==> config.mk <==
export PLATFORM = sky130hd
export DESIGN_NAME = fixed_slot_pool_allocator_unit
export DESIGN_NICKNAME = d
export VERILOG_FILES = /design/src/fspa_pkg.sv /design/src/fspa_slot_map.sv /design/src/fspa_div.sv /design/src/fixed_slot_pool_allocator_unit.sv
export SDC_FILE = /design/constraint.sdc
export NUM_CORES = 2
export LEC_CHECK = 0
export BUFFER_PORTS_ARGS = -buffer_cell sky130_fd_sc_hd__buf_4
export CAP_MARGIN = 20
export CORE_ASPECT_RATIO = 0.6
export CORE_UTILIZATION = 40
export CTS_BUF_LIST = sky130_fd_sc_hd__clkbuf_8 sky130_fd_sc_hd__clkbuf_16
export CTS_CLUSTER_SIZE = 8
export DETAILED_ROUTE_END_ITERATION = 7
export GPL_TIMING_DRIVEN = 0
export PLACE_DENSITY = 0.54
export SLEW_MARGIN = 40
export SYNTH_ARGS = -nofsm -noshare
export SYNTH_HDL_FRONTEND = slang
export SYNTH_SLANG_ARGS = --single-unit
==> constraint.sdc <==
create_clock -name clk -period 6.5 [get_ports clk]
set_input_delay 0.975 -clock clk [delete_from_list [all_inputs] [get_ports clk]]
set_output_delay 0.975 -clock clk [all_outputs]
set_load 0.05 [all_outputs]
==> src/fspa_pkg.sv <==
// shared types, widths, codes and helpers for the fixed slot pool allocator
// no dependencies; imported by every module of the block
package fspa_pkg;

  // field widths
  localparam int SIZE_W = 29;
  localparam int OFF_W  = 28;
  localparam int CNT_W  = 32;

  // slot map organization: one row holds ROW_W slot bits
  localparam int ROW_W = 16;
  localparam int COL_W = 4;

  // iterative divider
  localparam int DIV_STEPS = OFF_W;
  localparam int DIV_CNT_W = 5;

  // defaults for the top level parameters
  localparam int NUM_SLOTS_DEF  = 1024;
  localparam int POOL_BYTES_DEF = 268435456;

  // register reset values
  localparam logic [SIZE_W-1:0] SLOT_SIZE_RST = 29'd4;

  localparam logic [CNT_W-1:0] CNT_MAX = {CNT_W{1'b1}};

  // operation codes
  localparam logic OP_ALLOC = 1'b0;
  localparam logic OP_FREE  = 1'b1;

  // configuration register indexes
  localparam logic REG_SLOT_SIZE    = 1'b0;
  localparam logic REG_STATS_ENABLE = 1'b1;

  // divider result seen by the sequencer
  typedef struct packed {
    logic             done;
    logic             exact;
    logic [OFF_W-1:0] quot;
  } div_res_t;

  // saturating counter add
  function automatic logic [CNT_W-1:0] sat_add(input logic [CNT_W-1:0] a,
                                               input logic [CNT_W-1:0] b);
    logic [CNT_W:0] s;
    s = {1'b0, a} + {1'b0, b};
    return s[CNT_W] ? CNT_MAX : s[CNT_W-1:0];
  endfunction

endpackage

==> src/fspa_slot_map.sv <==
// slot used map: rows of ROW_W bits, one write and one registered read port
// clears itself row by row after reset; depends on fspa_pkg
module fspa_slot_map #(
  parameter int NUM_ROWS = 64,
  parameter int ROW_AW   = 6
) (
  input  logic                        clk,
  input  logic                        rst,
  input  logic                        rd_en,
  input  logic [ROW_AW-1:0]           rd_addr,
  output logic [fspa_pkg::ROW_W-1:0]  rd_data,
  input  logic                        wr_en,
  input  logic [ROW_AW-1:0]           wr_addr,
  input  logic [fspa_pkg::ROW_W-1:0]  wr_data,
  output logic                        ready
);
  import fspa_pkg::*;

  logic [ROW_W-1:0]  mem [NUM_ROWS];
  logic              clr_active;
  logic [ROW_AW-1:0] clr_row;
  logic              mem_we;
  logic [ROW_AW-1:0] mem_waddr;
  logic [ROW_W-1:0]  mem_wdata;

  // clearing pass after reset
  always_ff @(posedge clk) begin
    if (rst) begin
      clr_active <= 1'b1;
      clr_row    <= '0;
    end else if (clr_active) begin
      if (clr_row == ROW_AW'(NUM_ROWS - 1)) begin
        clr_active <= 1'b0;
      end
      clr_row <= clr_row + 1'b1;
    end
  end

  // write port: clearing pass has priority
  always_comb begin
    if (clr_active) begin
      mem_we    = 1'b1;
      mem_waddr = clr_row;
      mem_wdata = '0;
    end else begin
      mem_we    = wr_en;
      mem_waddr = wr_addr;
      mem_wdata = wr_data;
    end
  end

  always_ff @(posedge clk) begin
    if (mem_we) begin
      mem[mem_waddr] <= mem_wdata;
    end
  end

  // registered read
  always_ff @(posedge clk) begin
    if (rd_en) begin
      rd_data <= mem[rd_addr];
    end
  end

  assign ready = !clr_active;

endmodule

==> src/fspa_div.sv <==
// restoring divider, one quotient bit per cycle, for release offset / slot size
// depends on fspa_pkg
module fspa_div (
  input  logic                         clk,
  input  logic                         rst,
  input  logic                         start,
  input  logic [fspa_pkg::OFF_W-1:0]   dividend,
  input  logic [fspa_pkg::SIZE_W-1:0]  divisor,
  output fspa_pkg::div_res_t           res
);
  import fspa_pkg::*;

  logic                 busy;
  logic                 done;
  logic [DIV_CNT_W-1:0] cnt;
  logic [OFF_W-1:0]     dvd;
  logic [SIZE_W-1:0]    rem;
  logic [OFF_W-1:0]     quot;
  logic [SIZE_W:0]      shifted;
  logic [SIZE_W:0]      diff;
  logic                 ge;

  // one trial subtract
  always_comb begin
    shifted = {rem, dvd[OFF_W-1]};
    diff    = shifted - {1'b0, divisor};
    ge      = !diff[SIZE_W];
  end

  always_ff @(posedge clk) begin
    if (rst) begin
      busy <= 1'b0;
      done <= 1'b0;
    end else if (start) begin
      busy <= 1'b1;
      done <= 1'b0;
    end else if (busy) begin
      if (cnt == DIV_CNT_W'(DIV_STEPS - 1)) begin
        busy <= 1'b0;
        done <= 1'b1;
      end
    end else begin
      done <= 1'b0;
    end
  end

  // datapath
  always_ff @(posedge clk) begin
    if (start) begin
      cnt  <= '0;
      dvd  <= dividend;
      rem  <= '0;
      quot <= '0;
    end else if (busy) begin
      cnt  <= cnt + 1'b1;
      dvd  <= {dvd[OFF_W-2:0], 1'b0};
      quot <= {quot[OFF_W-2:0], ge};
      rem  <= ge ? diff[SIZE_W-1:0] : shifted[SIZE_W-1:0];
    end
  end

  assign res.done  = done;
  assign res.exact = (rem == '0);
  assign res.quot  = quot;

endmodule

==> src/fixed_slot_pool_allocator_unit.sv <==
// fixed slot pool allocator: first fit over a slot map, byte budget, stats counters
// allocate: first fit row scan of the slot map (16 slots per map read), then the offset multiply and the pool check
// free: the bit per cycle divider finds the slot index, then one map read and, on a hit, one map write
// one item at a time; the result register lets the next item enter before it is taken
// reset: synchronous; then a clearing pass over all slot map rows with in_ready low
module fixed_slot_pool_allocator_unit #(
  parameter int NUM_SLOTS  = fspa_pkg::NUM_SLOTS_DEF,
  parameter int POOL_BYTES = fspa_pkg::POOL_BYTES_DEF
) (
  input  logic                         clk,
  input  logic                         rst,
  input  logic                         cfg_valid,
  output logic                         cfg_ready,
  input  logic                         cfg_index,
  input  logic [fspa_pkg::SIZE_W-1:0]  cfg_data,
  input  logic                         in_valid,
  output logic                         in_ready,
  input  logic                         operation,
  input  logic [fspa_pkg::SIZE_W-1:0]  request_size,
  input  logic [fspa_pkg::OFF_W-1:0]   release_offset,
  input  logic                         pointer_present,
  output logic                         out_valid,
  input  logic                         out_ready,
  output logic                         granted,
  output logic [fspa_pkg::OFF_W-1:0]   grant_offset,
  output logic                         released,
  output logic [fspa_pkg::CNT_W-1:0]   alloc_requests,
  output logic [fspa_pkg::CNT_W-1:0]   free_requests,
  output logic [fspa_pkg::CNT_W-1:0]   granted_bytes,
  output logic [fspa_pkg::CNT_W-1:0]   requested_bytes
);
  import fspa_pkg::*;

  localparam int NUM_ROWS = (NUM_SLOTS + ROW_W - 1) / ROW_W;
  localparam int ROW_AW   = (NUM_ROWS > 1) ? $clog2(NUM_ROWS) : 1;
  localparam int IDX_W    = ROW_AW + COL_W;
  localparam int PROD_W   = IDX_W + SIZE_W;

  typedef enum logic [6:0] {
    ST_IDLE = 7'b0000001,
    ST_SCAN = 7'b0000010,
    ST_MUL  = 7'b0000100,
    ST_LIM  = 7'b0001000,
    ST_DIV  = 7'b0010000,
    ST_FCHK = 7'b0100000,
    ST_DONE = 7'b1000000
  } state_t;

  state_t state;

  // configuration and budget
  logic [SIZE_W-1:0] slot_size;
  logic              stats_en;
  logic [SIZE_W-1:0] free_bytes;

  // item registers
  logic              op_r;
  logic [SIZE_W-1:0] size_r;
  logic              grant_r;
  logic              release_r;
  logic [OFF_W-1:0]  goff_r;
  logic [ROW_AW-1:0] chk_row;
  logic [IDX_W-1:0]  found_idx;
  logic [ROW_W-1:0]  row_data;
  logic [PROD_W-1:0] prod;

  // slot map and divider connections
  logic              map_rd_en;
  logic [ROW_AW-1:0] map_rd_addr;
  logic [ROW_W-1:0]  map_rd_data;
  logic              map_wr_en;
  logic [ROW_AW-1:0] map_wr_addr;
  logic [ROW_W-1:0]  map_wr_data;
  logic              map_ready;
  logic              div_start;
  div_res_t          div_res;

  // combinational helpers
  logic              accept;
  logic              alloc_ok;
  logic              free_ok;
  logic [ROW_W-1:0]  free_vec;
  logic              free_any;
  logic [COL_W-1:0]  col_sel;
  logic              last_row;
  logic              fits;
  logic              div_match;
  logic              rel_hit;
  logic              out_free;
  logic [SIZE_W:0]   fb_sum;
  logic [SIZE_W-1:0] fb_sub;
  logic [SIZE_W-1:0] fb_add;

  fspa_slot_map #(
    .NUM_ROWS (NUM_ROWS),
    .ROW_AW   (ROW_AW)
  ) u_map (
    .clk     (clk),
    .rst     (rst),
    .rd_en   (map_rd_en),
    .rd_addr (map_rd_addr),
    .rd_data (map_rd_data),
    .wr_en   (map_wr_en),
    .wr_addr (map_wr_addr),
    .wr_data (map_wr_data),
    .ready   (map_ready)
  );

  // divider loads the offset straight from the input at the accepting edge
  fspa_div u_div (
    .clk      (clk),
    .rst      (rst),
    .start    (div_start),
    .dividend (release_offset),
    .divisor  (slot_size),
    .res      (div_res)
  );

  assign cfg_ready = 1'b1;
  assign in_ready  = (state == ST_IDLE) && map_ready;
  assign accept    = in_valid && in_ready;
  assign out_free  = !out_valid || out_ready;

  // request checks at acceptance
  assign alloc_ok = (request_size != '0) && (slot_size != '0) &&
                    (request_size <= slot_size) && (free_bytes != '0);
  assign free_ok  = pointer_present && (slot_size != '0);

  // free slots of the row under scan; slots past the end count as used
  always_comb begin
    free_vec = '0;
    for (int b = 0; b < ROW_W; b++) begin
      free_vec[b] = !map_rd_data[b] &&
                    ({1'b0, chk_row, COL_W'(b)} < (IDX_W + 1)'(NUM_SLOTS));
    end
  end

  // lowest free column
  always_comb begin
    col_sel = '0;
    for (int b = ROW_W - 1; b >= 0; b--) begin
      if (free_vec[b]) begin
        col_sel = COL_W'(b);
      end
    end
  end

  assign free_any  = |free_vec;
  assign last_row  = (chk_row == ROW_AW'(NUM_ROWS - 1));
  assign fits      = ({1'b0, prod} + (PROD_W + 1)'(slot_size)) <= (PROD_W + 1)'(POOL_BYTES);
  assign div_match = div_res.exact && (div_res.quot < OFF_W'(NUM_SLOTS));
  assign rel_hit   = map_rd_data[found_idx[COL_W-1:0]];

  // byte budget updates
  assign fb_sub = (free_bytes > slot_size) ? (free_bytes - slot_size) : '0;
  assign fb_sum = {1'b0, free_bytes} + {1'b0, slot_size};
  assign fb_add = (fb_sum > (SIZE_W + 1)'(POOL_BYTES)) ? SIZE_W'(POOL_BYTES)
                                                       : fb_sum[SIZE_W-1:0];

  // slot map port control
  always_comb begin
    map_rd_en   = 1'b0;
    map_rd_addr = '0;
    map_wr_en   = 1'b0;
    map_wr_addr = found_idx[IDX_W-1:COL_W];
    map_wr_data = row_data | (ROW_W'(1) << found_idx[COL_W-1:0]);
    div_start   = 1'b0;
    unique case (state)
      ST_IDLE: begin
        map_rd_en = accept && (operation == OP_ALLOC) && alloc_ok;
        div_start = accept && (operation == OP_FREE) && free_ok;
      end
      ST_SCAN: begin
        map_rd_en   = !free_any && !last_row;
        map_rd_addr = chk_row + 1'b1;
      end
      ST_LIM: begin
        map_wr_en = fits;
      end
      ST_DIV: begin
        map_rd_en   = div_res.done && div_match;
        map_rd_addr = div_res.quot[IDX_W-1:COL_W];
      end
      ST_FCHK: begin
        map_wr_en   = rel_hit;
        map_wr_data = map_rd_data & ~(ROW_W'(1) << found_idx[COL_W-1:0]);
      end
      ST_MUL, ST_DONE: begin
      end
      default: begin
      end
    endcase
  end

  // configuration writes
  always_ff @(posedge clk) begin
    if (rst) begin
      slot_size <= SLOT_SIZE_RST;
      stats_en  <= 1'b0;
    end else if (cfg_valid && cfg_ready) begin
      unique case (cfg_index)
        REG_SLOT_SIZE:    slot_size <= cfg_data;
        REG_STATS_ENABLE: stats_en  <= cfg_data[0];
        default: begin
        end
      endcase
    end
  end

  // sequencer and state that survives between items
  always_ff @(posedge clk) begin
    if (rst) begin
      state           <= ST_IDLE;
      out_valid       <= 1'b0;
      free_bytes      <= SIZE_W'(POOL_BYTES);
      alloc_requests  <= '0;
      free_requests   <= '0;
      granted_bytes   <= '0;
      requested_bytes <= '0;
    end else begin
      // result taken; a new result from ST_DONE on the same edge replaces it
      if (out_valid && out_ready && (state != ST_DONE)) begin
        out_valid <= 1'b0;
      end
      unique case (state)
        ST_IDLE: begin
          if (accept) begin
            if (operation == OP_ALLOC) begin
              state <= alloc_ok ? ST_SCAN : ST_DONE;
            end else begin
              state <= free_ok ? ST_DIV : ST_DONE;
            end
          end
        end
        ST_SCAN: begin
          if (free_any) begin
            state <= ST_MUL;
          end else if (last_row) begin
            state <= ST_DONE;
          end
        end
        ST_MUL: begin
          state <= ST_LIM;
        end
        ST_LIM: begin
          if (fits) begin
            free_bytes <= fb_sub;
          end
          state <= ST_DONE;
        end
        ST_DIV: begin
          if (div_res.done) begin
            state <= div_match ? ST_FCHK : ST_DONE;
          end
        end
        ST_FCHK: begin
          if (rel_hit) begin
            free_bytes <= fb_add;
          end
          state <= ST_DONE;
        end
        ST_DONE: begin
          if (out_free) begin
            out_valid <= 1'b1;
            state     <= ST_IDLE;
            if (stats_en) begin
              if (op_r == OP_ALLOC) begin
                alloc_requests <= sat_add(alloc_requests, CNT_W'(1));
                if (grant_r) begin
                  granted_bytes   <= sat_add(granted_bytes, CNT_W'(slot_size));
                  requested_bytes <= sat_add(requested_bytes, CNT_W'(size_r));
                end
              end else begin
                free_requests <= sat_add(free_requests, CNT_W'(1));
              end
            end
          end
        end
        default: begin
          state <= ST_IDLE;
        end
      endcase
    end
  end

  // item datapath registers
  always_ff @(posedge clk) begin
    unique case (state)
      ST_IDLE: begin
        if (accept) begin
          op_r      <= operation;
          size_r    <= request_size;
          grant_r   <= 1'b0;
          release_r <= 1'b0;
          goff_r    <= '0;
          chk_row   <= '0;
        end
      end
      ST_SCAN: begin
        if (free_any) begin
          found_idx <= {chk_row, col_sel};
          row_data  <= map_rd_data;
        end else begin
          chk_row <= chk_row + 1'b1;
        end
      end
      ST_MUL: begin
        prod <= {{SIZE_W{1'b0}}, found_idx} * {{IDX_W{1'b0}}, slot_size};
      end
      ST_LIM: begin
        if (fits) begin
          grant_r <= 1'b1;
          goff_r  <= prod[OFF_W-1:0];
        end
      end
      ST_DIV: begin
        if (div_res.done) begin
          found_idx <= div_res.quot[IDX_W-1:0];
        end
      end
      ST_FCHK: begin
        if (rel_hit) begin
          release_r <= 1'b1;
        end
      end
      ST_DONE: begin
        if (out_free) begin
          granted      <= grant_r;
          grant_offset <= goff_r;
          released     <= release_r;
        end
      end
      default: begin
      end
    endcase
  end

  // checks on the sequencer and budget
  a_grant_release_excl: assert property (@(posedge clk) disable iff (rst)
    out_valid |-> !(granted && released))
    else $error("grant and release in one result");

  a_refused_offset_zero: assert property (@(posedge clk) disable iff (rst)
    (out_valid && !granted) |-> (grant_offset == '0))
    else $error("offset set on refused request");

  a_budget_bound: assert property (@(posedge clk) disable iff (rst)
    free_bytes <= SIZE_W'(POOL_BYTES))
    else $error("free byte budget above pool size");

  a_no_accept_while_clearing: assert property (@(posedge clk) disable iff (rst)
    (in_valid && in_ready) |-> map_ready)
    else $error("transfer accepted during slot map clearing");

endmodule

==> flow_summary.json <==
{
  "fin_total_pwr_mw": 22.3,
  "max_freq_ghz": 0.153,
  "cts.reportedPaths.clkPinSlew_ps": 60,
  "grt_max_degree": 40,
  "cts_root_buffer": "clkbuf_16",
  "min_to": "size_r[0]",
  "postRouteAntennaNets": 0,
  "synth_area_leaders": "edfxtp_1, nand2_1, dfxtp_1, fa_1, ha_1",
  "timing.final.ws_setup_ps": -38.3,
  "failed_checks": "setup timing",
  "cp.arrival_ps": 7100,
  "cts_buffer_depth": 4,
  "fill_cells": 18100,
  "tightest_slew_ps": 966,
  "min_from": "request_size[0]",
  "finalCritPeriodShare_pct": 101,
  "htreeDepth": 4,
  "synthAdderAreaFrac_pct": 10.0,
  "rows": 126,
  "timing.hold.ws_ps": 349,
  "area_delta_synth_final_pct": 18.6,
  "via_per_inst": 5.82,
  "dieWidth_um": 577,
  "grtUsageTotal_pct": 28.6,
  "setup_tns_ps": -38.3,
  "grt.overflow.total": 0,
  "synthFlopType": "edfxtp_1",
  "grt_pass1_wl_um": 417000,
  "crit_fanout": 10,
  "synth_top_area_cell": "edfxtp_1",
  "reg2reg_from": "state[0]",
  "place_inst": 10600,
  "rrSetupSlack_ps": -40,
  "grt_setup_unrepaired": "true",
  "reg2reg_depth": 14,
  "report.final.setup_viol": 1,
  "critPathTopFamily": "buffers and inverters",
  "netlist.area_leader.share_pct": 46.6,
  "async_reset_ff_share_pct": 0,
  "port_buffers": 252,
  "drt-initial-drc-count": 8276,
  "synthDistinctLibCells": 101,
  "via_count": 63600,
  "initial_core_util_pct": 40.3,
  "yosysWarnings": 0,
  "relSlewSlack_pct": 35.2,
  "synth_xor_area_share_pct": 2.38,
  "place.gp.congestion": 1.07,
  "ir_worst_vdd_mv": 0.208,
  "timing.rr.end": "u_map.rd_data[7]",
  "die_h_um": 347,
  "synth_edf_count": 1229,
  "min_path_type": "input port to flop",
  "yosysSeqAreaShare_pct": 53.3,
  "cp_slowest_cell": "a211oi_1",
  "wire_per_inst_um": 26.7,
  "yosys_register_bits": 1495,
  "netlist_instances": 7567,
  "fin_crit_ps": 6540,
  "top_level_ports": 255,
  "drt_wl_total_um": 292000,
  "crit_type": "flop to flop",
  "fin_cells": 10900,
  "drc": 0,
  "grt_pass1_vias": 58900,
  "synth_area_um2": 79300,
  "maxCapViolations": 0,
  "dieArea_um2": 200000,
  "hpwl_um": 224000,
  "numClockSinks": 1495,
  "dr.pass1.iters": 8,
  "cellLeakagePower_nw": 35.5,
  "drive_gt1_share_pct": 13.1,
  "hold_violations": 0,
  "synth_top_family_by_area": "simple AND/OR/NAND/NOR gates",
  "min_path_cells": 1,
  "cts_tree": "yes",
  "cp_num_buf_inv": 4,
  "start_kind": "flop",
  "status": "finished, violations left",
  "crit_chain": "nor4_1 -> nor2b_1 -> nand3b_1 -> nor2_1 -> a21o_1 -> buf_2 -> buf_2 -> clkbuf_2 -> clkbuf_1 -> a311oi_1 -> a31oi_1 -> a211oi_1 -> a211oi_1 -> a21oi_1",
  "muxShareOfSynthArea_pct": 1.06,
  "synth_nets": 8163,
  "slowest_delay_ps": 740,
  "slew_violations": 0,
  "core-area_um2": 197000,
  "insertion_delay_ps": 880,
  "antenna_found_initial": 15,
  "avgSynthCellArea_um2": 10.5,
  "cts-buffers-inserted": 213,
  "final_nets": 8835,
  "synthSimpleGateAreaFrac_pct": 18.6,
  "clock_skew_ps": 83.9,
  "end_kind": "flop",
  "pre_cts_ws_ps": -2000,
  "synth_compound_area_share_pct": 11.1,
  "crit_required_ps": 7060,
  "power_density_nw_per_um2": 237
}
==> synth_stat cells (13+ instances only) <==
| cell | count |
|---|---|
| buf_2 | 27 |
| nand4_1 | 59 |
| o21ai_1 | 14 |
| xor2_1 | 96 |
| nor3b_1 | 17 |
| and2_1 | 185 |
| o31ai_1 | 20 |
| or2_2 | 16 |
| fa_1 | 220 |
| or3_1 | 25 |
| nor2_2 | 21 |
| a221oi_1 | 14 |
| edfxtp_1 | 1229 |
| xnor2_1 | 119 |
| nor4_1 | 53 |
| o211ai_1 | 16 |
| inv_1 | 298 |
| nand3_1 | 470 |
| o21a_1 | 26 |
| a211oi_1 | 152 |
| ha_1 | 282 |
| o21ai_0 | 155 |
| nand3b_1 | 13 |
| dfxtp_1 | 266 |
| clkbuf_1 | 367 |
| a311oi_1 | 179 |
| a211o_1 | 14 |
| nand2b_1 | 50 |
| mux2i_1 | 69 |
| a21oi_1 | 365 |
| nor2_1 | 428 |
| nand2_1 | 1536 |
| a31oi_1 | 99 |
| nor2b_1 | 70 |
| a21o_1 | 90 |
| nor3_1 | 122 |
| o21bai_1 | 35 |
| and3_1 | 126 |
| buf_1 | 38 |
==> flip-flops by register name, summed over array words and instances, names as in the netlist, 29 cells and up <==
| signal | count |
|---|---|
| free_requests | 32 |
| u_div.rem | 29 |
| prod | 39 |
| free_bytes | 29 |
| slot_size | 29 |
| size_r | 29 |
| requested_bytes | 32 |
| granted_bytes | 32 |
| u_map.mem | 1024 |
| alloc_requests | 32 |
==> how the worst max path moves through the flow <==
stage / start / end / cells past startpoint
3_3_place_gp: state[0] / u_map.mem[23][6] / 4
6_report: state[0] / u_map.rd_data[7] / 14
4_1_cts: found_idx[9] / prod[33] / 22
5_1_grt: found_idx[4] / prod[33] / 24
2_1_floorplan: found_idx[1] / prod[38] / 25
3_5_place_dp: found_idx[4] / prod[38] / 23
==> cells by family (layout without fill, tap and decap cells) <==
| family | Yosys count | in the layout |
|---|---|---|
| adder cells (fa/ha/maj) | 502 | 502 |
| XOR/XNOR | 215 | 215 |
| AO/OA/AOI/OAI | 1304 | 1304 |
| flip-flops | 1495 | 1495 |
| AND/OR/NAND/NOR | 3232 | 3232 |
| buffers and inverters | 741 | 1468 |
| other | 1 | 9 |
| multiplexers | 77 | 77 |
==> per-layer routing <==
layer	track usage [%]	share of wire [%]	vias to the layer above
li1	-	-	28500
met2	35.1	36	3190
met3	11.2	14	371
met4	5.07	1.7	14
met5	0	0.035	-
met1	45.9	48	31600
==> placed cells by master (no fill, tap or decap), types with 32 or more instances in the layout <==
cell,n
and2_1,181
a211oi_1,152
nand4_1,59
a21oi_1,358
buf_2,63
xor2_1,96
nand3_1,470
xnor2_1,118
a31oi_1,97
buf_1,32
mux2i_1,69
inv_1,327
nand2_1,1532
fa_1,218
buf_6,37
clkbuf_1,274
dfxtp_1,237
nand2b_1,49
buf_4,388
edfxtp_1,1229
o21bai_1,34
ha_1,274
nor2b_1,70
nor3_1,110
nor2_1,382
buf_12,33
a21o_1,90
clkbuf_16,218
a311oi_1,137
o21ai_0,151
clkbuf_2,39
nor4_1,52
and3_1,124
nor2_4,62
==> power by group <==
group,internal (mW),total (mW),switching (mW)
clock,5.77,9.91,4.14
sequential,10.4,10.5,0.155
combinational,0.750,1.90,1.15
total,16.9,22.3,5.44
==> area by class of cell <==
cell class,count,area [um^2],share of cell area (%)
buffer,411,1950,2.08
multi-input combinational,5331,35500,37.7
clock inverter,56,279,0.297
timing repair buffer,485,4120,4.39
antenna,8,20.0,0.0213
tap,2624,3280,3.49
clock buffer,214,5360,5.70
sequential,1495,42300,45.0
inverter,302,1200,1.28
==> through the flow <==
step	util (%)	area (um^2)
after CTS	47.5	93500
final	47.8	94000
after floorplan	-	79300
after detailed placement	44.0	86500
after global routing	47.8	94000
after global placement	42.9	84400
==> timing repair <==
| item | CTS | global route |
|---|---|---|
| setup endpoints to repair | 1073 | 995 |
| pin swaps | 50 | 31 |
| resized for setup | 177 | 58 |
| setup buffers | 70 | 22 |
| hold endpoints to repair | 0 | 0 |
| hold buffers | 0 | 0 |
No activity file was read; power rests on OpenSTA's default activity.
